## src/rtl/pcrg_div_pipe.sv

```systemverilog
module pcrg_div_pipe #(
  parameter int NW    = 51,
  parameter int DW    = 14,
  parameter int QW    = 50,
  parameter int STEPS = 2,
  parameter int TW    = 1
) (
  input  logic          clk,
  input  logic          rst,
  input  logic          en,
  input  logic          in_valid,
  input  logic [NW-1:0] num,
  input  logic [DW-1:0] den,
  input  logic [TW-1:0] in_tag,
  output logic          out_valid,
  output logic [QW-1:0] quo,
  output logic [TW-1:0] out_tag
);

  localparam int STAGES = QW / STEPS;

  logic [STAGES:0] vld;
  logic [DW-1:0]   rem  [STAGES+1];
  logic [QW-1:0]   sh   [STAGES+1];
  logic [DW-1:0]   dv   [STAGES+1];
  logic [TW-1:0]   tag  [STAGES+1];

  assign vld[0] = in_valid;
  assign rem[0] = DW'(num[NW-1:QW]);
  assign sh[0]  = num[QW-1:0];
  assign dv[0]  = den;
  assign tag[0] = in_tag;

  for (genvar g = 0; g < STAGES; g++) begin : g_stage
    logic [DW-1:0] rem_next;
    logic [QW-1:0] sh_next;

    always_comb begin
      logic [DW:0]   t;
      logic [DW-1:0] r;
      logic [QW-1:0] s;
      logic          qb;
      r = rem[g];
      s = sh[g];
      for (int k = 0; k < STEPS; k++) begin
        t = {r, s[QW-1]};
        if (t >= {1'b0, dv[g]}) begin
          r  = DW'(t - {1'b0, dv[g]});
          qb = 1'b1;
        end else begin
          r  = t[DW-1:0];
          qb = 1'b0;
        end
        s = {s[QW-2:0], qb};
      end
      rem_next = r;
      sh_next  = s;
    end

    always_ff @(posedge clk) begin
      if (rst) begin
        vld[g+1] <= 1'b0;
      end else if (en) begin
        vld[g+1] <= vld[g];
      end
      if (en) begin
        rem[g+1] <= rem_next;
        sh[g+1]  <= sh_next;
        dv[g+1]  <= dv[g];
        tag[g+1] <= tag[g];
      end
    end
  end

  assign out_valid = vld[STAGES];
  assign quo       = sh[STAGES];
  assign out_tag   = tag[STAGES];

endmodule

```

## config.mk

```make
export PLATFORM = sky130hd
export DESIGN_NAME = pcrg_div_pipe
export DESIGN_NICKNAME = d
export VERILOG_FILES = /design/src/rtl/pcrg_div_pipe.sv
export SDC_FILE = /design/constraint.sdc
export NUM_CORES = 2
export LEC_CHECK = 0
export ABC_AREA = 1
export ABC_CLOCK_PERIOD_IN_PS = 10100
export BUFFER_PORTS_ARGS = -buffer_cell sky130_fd_sc_hd__buf_2
export CAP_MARGIN = 20
export CELL_PAD_IN_SITES_DETAIL_PLACEMENT = 0
export CELL_PAD_IN_SITES_GLOBAL_PLACEMENT = 1
export CORE_ASPECT_RATIO = 1.25
export CORE_MARGIN = 2
export CORE_UTILIZATION = 55
export CTS_BUF_LIST = sky130_fd_sc_hd__clkbuf_8
export CTS_CLUSTER_DIAMETER = 50
export DETAILED_ROUTE_END_ITERATION = 8
export PLACE_DENSITY = 0.95
export SLEW_MARGIN = 25
export SYNTH_ARGS = -nofsm -noshare
export SYNTH_HDL_FRONTEND = slang
export SYNTH_SLANG_ARGS = --single-unit
export TNS_END_PERCENT = 20
```

## constraint.sdc

```tcl
create_clock -name clk -period 10.1 [get_ports clk]
set_input_delay 1.01 -clock clk [delete_from_list [all_inputs] [get_ports clk]]
set_output_delay 1.01 -clock clk [all_outputs]
set_load 0.02 [all_outputs]
```

==> summary.txt <==
Global route
  – Initial antenna violation count: 5
  – Number of global-route vias before repair: 77722
  – Grt total ovfl: 0
  – First-pass GRT wire length: 423.3 mm
  – Gr usage total: 26.89%
  – Largest net degree at the start of global routing: 183

Setup path
  – Worst EP arrival: 6380 ps
  – Worst path bufs/invs: 2
  – CP max stage delay: 770 ps
  – R2r setup slk: 4460 ps
  – Kind of critical path: reg -> reg
  – Cell Chain, Critical Path: inv_1 > ha_1 > nand2_1 > inv_1 > nand2_1 > nand2_1 > a21oi_1 > nand3_2 > nand2_1 > nand2_1 > ha_1 > a21oi_1 > o21ai_0 > a21oi_1 > nand3_1 > nand2_1 > nand3_2 > nand2_1 > nand2_1
  – Delay-heaviest family, CP: simple AND/OR/NAND/NOR gates
  – Reg2reg end: rem[175]$_DFFE_PP_
  – FF-to-FF Start: dv[192]$_DFFE_PP_
  – CP max stage cell: a21oi_1
  – Required @ worst endpoint: 10840 ps
  – Cell mode on critical path: nand2_1
  – Cell depth of the worst flop-to-flop path: 19
  – Critical Path End Type: flop
  – CP max FO: 17
  – Worst setup SP type: flop

Route
  – Residual DRC: 0
  – Final wirelength: 272.9 mm
  – Post-route ant nets: 0
  – Vias per cell: 5.386
  – Vias: 78074
  – Drt pass-1 iters: 8
  – First-iteration detailed-routing DRC count: 5697
  – Routed len/inst: 18.83 µm

Clocking
  – Sinks on Clock Net: 1972
  – Clock-pin slew on the worst setup and hold paths: 60 ps
  – CTS tree: built
  – Maximum clock path buffer count: 4
  – Clock root buffer master: clkbuf_8
  – Skew-Pair Late Insertion Delay: 1100 ps
  – H-tree levels: 5
  – Total CTS buffers: 330
  – Post-CTS Resized: 0

Synthesis
  – Synth top cells by count: 3540 x nand2_1, 1947 x edfxtp_1, 1624 x inv_1
  – Sequential area share after synthesis: 54.36%
  – Synth Flop Type: edfxtp_1
  – Post-synth EDFFs: 1947
  – Synth area leader: edfxtp_1
  – Most frequent cell after synthesis: nand2_1
  – Async SR Flop Fraction: 0%
  – Mapped Cells: 11410
  – Mapped Area: 0.1085 mm²
  – Post-synth top area share: 53.90%
  – Syn_nets: 12217
  – Netlist cell types: 47
  – #FFs+latches synth: 1972
  – Top post-synthesis cells by area: edfxtp_1 54%, nand2_1 12%, ha_1 7.9%
  – Yosys warnings: 0
  – Avg Cell Area, Syn: 9.507 µm²

Placed design
  – Port Buffers: 121
  – Routability cong.: 0.9454
  – DP Worst Slack: 4522 ps
  – Cell count after placement: 13905
  – DP HPWL: 210.2 mm

Timing
  – Period Utilization, post-route: 55.80%
  – Headroom to the max-slew limit: 27.29%
  – FMAX: 177.4 MHz
  – Clock period minus worst slack: 5636 ps
  – Final setup margin: 4464 ps
  – Setup violators final: 0
  – RSZ-0062 raised after global routing: no
  – Setup TNS: 0 ps
  – Hold_ws: 123.1 ps
  – Worst slew pin tran: 1091 ps
  – Final hold vios: 0
  – Final slew viol count: 0
  – Setup Skew: 89.14 ps

Die
  – Num rows: 182
  – Chip width: 401.2 µm
  – Die height: 500.5 µm
  – Die area: 0.2008 mm²
  – I/O pin count: 122
  – Initial core utilization: 55.26%
  – Core area: 0.1963 mm²

Cells and area
  – Nets: 12486
  – Layout cells sized above 1: 6.454%
  – Area Overhead vs Synth: 8.355%
  – Non-filler cells, final: 14495

Min path
  – Hold path cells: 1
  – Hold endpoint: g_stage[1].$4.s[32]$_DFFE_PP_
  – Worst Hold Class: in -> reg
  – Min-delay src: num[28]

Run
  – Max cap viols: 0

Status
  – Status: completed
[sequential cells by signal, indices dropped and copies added, names as in the netlist]
register,count
g_stage.$4.s,1152
dv,336
rem,336
quo,50
g_stage.$4.t,24
sh,24
tag,24
vld,24
out_tag,1
out_valid,1
[placed cells by master, fill, tap and decap left out, types with 27 or more instances in the layout]
master / instances
fa_1: 49
xnor2_1: 137
o21bai_1: 33
nand3_2: 41
nand3_1: 743
a31oi_1: 27
nand3b_1: 101
buf_2: 120
nand4_1: 462
nand2_2: 56
inv_1: 1701
edfxtp_1: 1947
nor2_1: 551
clkinv_2: 42
a21o_1: 43
clkinv_1: 61
nand2_1: 3540
ha_1: 688
nor3_1: 57
o21ai_0: 194
clkbuf_8: 333
a21oi_1: 434
o21a_1: 27
nor2_2: 34
xor2_1: 241
[worst register-to-register path, cell delays in order (launching register included)]
cell	delay, ps
edfxtp_1	630
inv_1	150
ha_1	360
nand2_1	140
inv_1	60
nand2_1	60
nand2_1	80
a21oi_1	770
nand3_2	560
nand2_1	180
nand2_1	140
ha_1	400
a21oi_1	210
o21ai_0	200
a21oi_1	220
nand3_1	90
nand2_1	430
nand3_2	410
nand2_1	160
nand2_1	130
[layout make-up]
type	instances	area (µm²)
tap	2576	3223
timing repair buffer	161	1095
antenna	3	7.507
sequential	1972	58970
fill	16760	78750
clock buffer	333	4583
multi-input combinational	7576	41920
inverter	1638	6153
clock inverter	236	1600
[what timing repair did]
action	CTS	global route
endpoints found under the hold margin	17	0
buffers inserted	0	0
hold buffers	17	0
[worst max path at each step]
stage                            startpoint                  to  slack (ps)  cells past startpoint
after CTS                 dv[108]$_DFFE_PP_   rem[96]$_DFFE_PP_        4580                     21
after global routing      dv[192]$_DFFE_PP_  rem[175]$_DFFE_PP_        4040                     20
final                     dv[192]$_DFFE_PP_  rem[175]$_DFFE_PP_        4460                     19
after detailed placement  dv[108]$_DFFE_PP_   rem[96]$_DFFE_PP_        4520                     21
after global placement    dv[108]$_DFFE_PP_   rem[96]$_DFFE_PP_        4550                     19
after floorplan                     num[49]  rem[339]$_DFFE_PP_        6220                     21
[per-layer routing]
layer  GRT usage (%)  vias to the layer above  share of wire, %
met2           48.93                     2047                51
met4           13.36                        0               5.2
met5               0                        -                 0
met1           31.07                    36542                39
li1                -                    38835                 -
met3           3.521                      650               4.1
[kinds of logic (layout without fill, tap and decap cells)]
group	after synthesis	after routing	share of synthesized area [%]
and+or+nand+nor	5663	5663	22.71
DFF	1972	1972	54.36
buffers and inverters	1862	2368	7.011
AOI/OAI and AO/OA	798	798	4.026
adders and majority gates	737	737	8.840
xor gates and xnor gates	378	378	3.052
other	0	3	0
[through the flow]
step                instance area (µm²)  utilization, %
floorplan                        108500               -
global placement                 111100           56.62
detailed placement               111100           56.62
CTS                              117500           59.85
global route                     117500           59.88
finish                           117500           59.88
Power is left out: the tool's default activity adds up to more than one toggle a clock period on the data nets, which glitch-free logic cannot reach.
