`src/rtl/pcrg_pkg.sv`:
```
package pcrg_pkg;

  localparam int RES_W = 13;
  localparam int VP_W  = 22;
  localparam int POS_W = 32;
  localparam int DIR_W = 32;
  localparam int CFG_ADDR_W = 3;
  localparam int CFG_DATA_W = 32;
  localparam int OUT_W = 6 * POS_W;

  localparam int FRAC_SHIFT = 14;
  localparam int PART_W = 31;
  localparam int SQ_W   = 2 * PART_W + 2;
  localparam int LEN_W  = SQ_W / 2;
  localparam int NORM_NW = 62;
  localparam int NORM_QW = 32;

  localparam logic [CFG_ADDR_W-1:0] CFG_IMAGE_WIDTH  = 3'd0;
  localparam logic [CFG_ADDR_W-1:0] CFG_IMAGE_HEIGHT = 3'd1;
  localparam logic [CFG_ADDR_W-1:0] CFG_VP_HEIGHT    = 3'd2;
  localparam logic [CFG_ADDR_W-1:0] CFG_VP_WIDTH     = 3'd3;
  localparam logic [CFG_ADDR_W-1:0] CFG_CAMERA_X     = 3'd4;
  localparam logic [CFG_ADDR_W-1:0] CFG_CAMERA_Y     = 3'd5;
  localparam logic [CFG_ADDR_W-1:0] CFG_CAMERA_Z     = 3'd6;

  localparam logic [RES_W-1:0] RST_IMAGE_WIDTH  = 13'd800;
  localparam logic [RES_W-1:0] RST_IMAGE_HEIGHT = 13'd600;
  localparam logic [VP_W-1:0]  RST_VP_HEIGHT    = 22'd131072;
  localparam logic [VP_W-1:0]  RST_VP_WIDTH     = 22'd174763;

endpackage

```
`src/rtl/pcrg_sqrt_pipe.sv`:
```
module pcrg_sqrt_pipe #(
  parameter int STEPS = 2,
  parameter int TW    = 95
) (
  input  logic                      clk,
  input  logic                      rst,
  input  logic                      en,
  input  logic                      in_valid,
  input  logic [pcrg_pkg::SQ_W-1:0] radicand,
  input  logic [TW-1:0]             in_tag,
  output logic                      out_valid,
  output logic [pcrg_pkg::LEN_W-1:0] root,
  output logic [TW-1:0]             out_tag
);
  import pcrg_pkg::*;

  localparam int STAGES = LEN_W / STEPS;
  localparam int RW = LEN_W + 2;

  logic [STAGES:0]   vld;
  logic [RW-1:0]     rem [STAGES+1];
  logic [LEN_W-1:0]  rt  [STAGES+1];
  logic [SQ_W-1:0]   rad [STAGES+1];
  logic [TW-1:0]     tag [STAGES+1];

  assign vld[0] = in_valid;
  assign rem[0] = '0;
  assign rt[0]  = '0;
  assign rad[0] = radicand;
  assign tag[0] = in_tag;

  for (genvar g = 0; g < STAGES; g++) begin : g_stage
    logic [RW-1:0]    rem_next;
    logic [LEN_W-1:0] rt_next;
    logic [SQ_W-1:0]  rad_next;

    always_comb begin
      logic [RW-1:0]    t;
      logic [RW-1:0]    trial;
      logic [LEN_W-1:0] q;
      logic [SQ_W-1:0]  n;
      t = rem[g];
      q = rt[g];
      n = rad[g];
      for (int k = 0; k < STEPS; k++) begin
        t     = {t[LEN_W-1:0], n[SQ_W-1:SQ_W-2]};
        trial = {q, 2'b01};
        if (t >= trial) begin
          t = t - trial;
          q = {q[LEN_W-2:0], 1'b1};
        end else begin
          q = {q[LEN_W-2:0], 1'b0};
        end
        n = {n[SQ_W-3:0], 2'b00};
      end
      rem_next = t;
      rt_next  = q;
      rad_next = n;
    end

    always_ff @(posedge clk) begin
      if (rst) begin
        vld[g+1] <= 1'b0;
      end else if (en) begin
        vld[g+1] <= vld[g];
      end
      if (en) begin
        rem[g+1] <= rem_next;
        rt[g+1]  <= rt_next;
        rad[g+1] <= rad_next;
        tag[g+1] <= tag[g];
      end
    end
  end

  assign out_valid = vld[STAGES];
  assign root      = rt[STAGES];
  assign out_tag   = tag[STAGES];

endmodule
```
`config.mk`:
```
export PLATFORM = sky130hd
export DESIGN_NAME = pcrg_sqrt_pipe
export DESIGN_NICKNAME = d
export VERILOG_FILES = /design/src/rtl/pcrg_pkg.sv /design/src/rtl/pcrg_sqrt_pipe.sv
export SDC_FILE = /design/constraint.sdc
export NUM_CORES = 2
export LEC_CHECK = 0
export BUFFER_PORTS_ARGS = -buffer_cell sky130_fd_sc_hd__buf_4
export CAP_MARGIN = 10
export CORE_UTILIZATION = 40
export CTS_CLUSTER_SIZE = 30
export DETAILED_ROUTE_END_ITERATION = 12
export HOLD_SLACK_MARGIN = 0.03
export PLACE_DENSITY = 0.57
export SYNTH_ARGS = -nofsm -noshare
export SYNTH_HDL_FRONTEND = slang
export SYNTH_SLANG_ARGS = --single-unit
```
`constraint.sdc`:
```
create_clock -name clk -period 14.6 [get_ports clk]
set_input_delay 2.19 -clock clk [delete_from_list [all_inputs] [get_ports clk]]
set_output_delay 2.19 -clock clk [all_outputs]
set_load 0.005 [all_outputs]
```
==> qor.yml <==
placement:
  place_congestion: 0.9087
  portBuffers: 290
  hpwl_mm: 205.6
  pre_cts_ws_ns: 6.918
  dp.cells: 13600
sta:
  fin_ws_ns: 6.927
  period_share_pct: 52.56
  tightest_slew_ns: 1.176
  finClkSkew_ns: 0.06730
  fin_crit_ns: 7.673
  slew_violations: 0
  setup_violations: 0
  fin_tns_setup_ns: 0
  rsz0062_at_grt: "no"
  max_freq_ghz: 0.1303
  holdWs_ns: 0.3638
  slew_headroom_pct: 20.87
  hold_viol: 0
layout:
  finalNetCount: 10490
  drive_gt1_share_pct: 9.826
  final_util_pct: 45.39
  area_growth_pct: 12.89
  stdcell_count: 14160
critical_path:
  path_class: "flip-flop to flip-flop"
  path_cells: "inv_1 > ha_1 > nor2b_1 > o21ai_0 > a21oi_1 > o31ai_1 > nand3_1 > inv_2 > a21oi_1 > nor2_1 > ha_1 > a21oi_1 > o21ai_0 > a21oi_1 > o21ai_0 > a221oi_1 > nor2b_1 > nor4_1 > and4_1 > nand4b_1 > buf_4 > nand4_1 > o32ai_1 > xor2_1"
  cp_num_buf_inv: 3
  worstPathArrival_ns: 8.24
  cp-end-kind: "flip-flop"
  cp_max_fo: 20
  critPathTopFamily: "simple AND/OR/NAND/NOR gates"
  critical_path.most_common_cell: "a21oi_1"
  cp_slowest_cell: "o31ai_1"
  critPathLaunchType: "flip-flop"
  cp.required_ns: 15.16
  crit_path_max_incr_delay_ns: 0.76
route:
  avgRoutedWirePerCell_um: 20.17
  antenna_left: 0
  drc: 0
  totalWireLength_mm: 285.5
  first_pass_iters: 5
  avgViaCountPerCell: 5.290
  vias: 74890
  drtIter0Drc: 6244
yosys:
  synth_area_um2: 125400
  ys_async_sr_fraction_pct: 0
  synth_edf_count: 2731
  ys_seq_area_share_pct: 65.65
  synth_area_per_cell_um2: 13.29
  synth_cells: 9438
  synth_cell_types: 104
  ys.flop_type: "edfxtp_1"
  ys_warn_count: 0
  synth-seq-cells: 2747
die:
  rows: 205
  die-width_um: 561.9
  dieArea_um2: 315800
  die_h_um: 561.9
  core-area_um2: 311900
  start_util_pct: 40.21
  pin_count: 291
clock_tree:
  cts_tree: "done"
  cts_buffers: 308
  cts.sinks: 2747
  hold_buffers: 0
  clock_latency_ns: 0.89
  htree_num_levels: 5
  root_buffer: "clkbuf_16"
  post_cts_buffers: 0
  clkTransAtPathRegs_ns: 0.06
  cts_buffer_depth: 4
  cts_resized: 0
global_routing:
  grt_pass1_vias: 73200
  antenna_found_initial: 14
  grt_overflow: 0
  grt_start_max_net_pins: 179
  grtUsageTotal_pct: 17.63
  grt_pass1_wl_mm: 434.7
power_and_ir_drop:
  p_per_area_nw_per_um2: 182.0
  p_leak_nw: 52.48
  vdd_drop_max_mv: 0.1088
hold_path:
  worstHoldPathType: "flip-flop to flip-flop"
status:
  outcome: "finished, final reports clean"
job:
  cap_viol_max_count: 0
metrics by stage:
step                total power, W  instance area (um2)
floorplan                  0.01605               125400
global placement           0.01835               131800
detailed placement         0.01838               131800
CTS                        0.02602               141600
global route               0.02727               141600
finish                     0.02577               141600
layout make-up:
class | count | area, um2
multi-input cells | 5887 | 39710
fillers | 27940 | 170300
repair buffers | 341 | 2730
clock inverters | 180 | 1687
well taps | 4140 | 5180
clock buffers | 374 | 8113
diodes | 2 | 5.005
inverters | 485 | 1823
flip-flops and latches | 2747 | 82330
cells in the mapped netlist, types with 16 or more instances:
cell       instances  area (um2)
or3_1             79       494.2
a211oi_1          48       360.4
buf_4             99       743.2
o211ai_1          42       315.3
mux2_2            80       900.9
xor2_1           263        2303
o21ai_1           17       85.08
ha_1             558        6982
o21a_1            88       660.6
and2_1            64       400.4
a31oi_1           75       469.2
or4_1             45       337.8
nand3_1          174       870.8
o31ai_1           62       465.5
mux2i_1           41       410.4
o21bai_1          63       473.0
a21oi_1          639        3198
dfxtp_1           16       320.3
nor3_1           201        1006
nor4b_1           18       157.7
a21boi_0          18       135.1
clkbuf_1         177       664.4
o31a_1            28       245.2
inv_1            471        1768
o2111ai_1         19       166.4
nor3b_1           19       142.6
o41ai_1           20       175.2
nand3b_1          18       135.1
a2111oi_0         20       175.2
and4_1            33       289.0
nand4_1          118       738.2
nor2_1           630        2365
a21o_1           256        1922
xnor2_1          458        4011
nand2_1          638        2395
or2_2             67       419.2
nor4_1           103       644.4
edfxtp_1        2731       82010
buf_1             32       120.1
nand2b_1          69       431.7
and3_1            83       519.3
o21ai_0          402        2012
nor2b_1           69       431.7
cell families (layout without fill, tap and decap cells):
family,count (synthesis),in the layout,synth area share (%)
buffers and inverters,806,1380,2.734
xor gates and xnor gates,721,721,5.035
DFF,2747,2747,65.65
AOI/OAI and AO/OA,1985,1985,10.02
adders and majority gates,558,558,5.567
muxes,128,128,1.108
other,1,5,0.002990
and+or+nand+nor,2492,2492,9.881
power breakdown:
group	total [W]	leakage [nW]	switching, W	internal (W)
clock	0.00746	4.75	0.00312	0.00434
sequential	0.0104	26.6	0.000568	0.00986
combinational	0.00788	21.1	0.00473	0.00315
total	0.0258	52.5	0.00842	0.0173
registers in the layout, indices dropped and copies added, names as in the netlist:
name	count
g_stage.$5.n	420
out_tag	95
out_valid	1
rad	60
rem	459
root	32
rt	240
tag	1425
vld	15
per-layer routing:
| metal | wire length (um) | track usage (%) | up-vias |
|---|---|---|---|
| met3 | 13180 | 2.492 | 427 |
| met1 | 132000 | 24.60 | 36500 |
| met2 | 133200 | 28.82 | 1789 |
| met5 | 13 | 0 | - |
| li1 | - | - | 36170 |
| met4 | 7179 | 4.718 | 2 |
path summary, 6_finish.rpt:
path                                           from       end  slack [ns]  depth (start not counted)
worst max-delay path                        rt[320]  rem[335]        6.93                         24
worst min-delay path            g_stage[2].$5.n[63]  rad[895]        0.36                          0
worst max register to register              rt[320]  rem[335]        6.93                         24
worst min register to register  g_stage[2].$5.n[63]  rad[895]        0.36                          0
cell usage in the layout (no fill, tap or decap), types with 74 or more instances in the layout:
cell type | netlist | layout
edfxtp_1 | 2731 | 2731
a21oi_1 | 639 | 639
nand2_1 | 638 | 638
nor2_1 | 630 | 630
ha_1 | 558 | 558
inv_1 | 471 | 471
xnor2_1 | 458 | 458
o21ai_0 | 402 | 402
buf_4 | 99 | 328
clkbuf_16 | 0 | 314
xor2_1 | 263 | 263
a21o_1 | 256 | 256
nor3_1 | 201 | 200
nand3_1 | 174 | 174
nand4_1 | 118 | 118
nor4_1 | 103 | 102
o21a_1 | 88 | 88
and3_1 | 83 | 83
mux2_2 | 80 | 80
or3_1 | 79 | 79
a31oi_1 | 75 | 74
(Power assumes the default switching activity.)
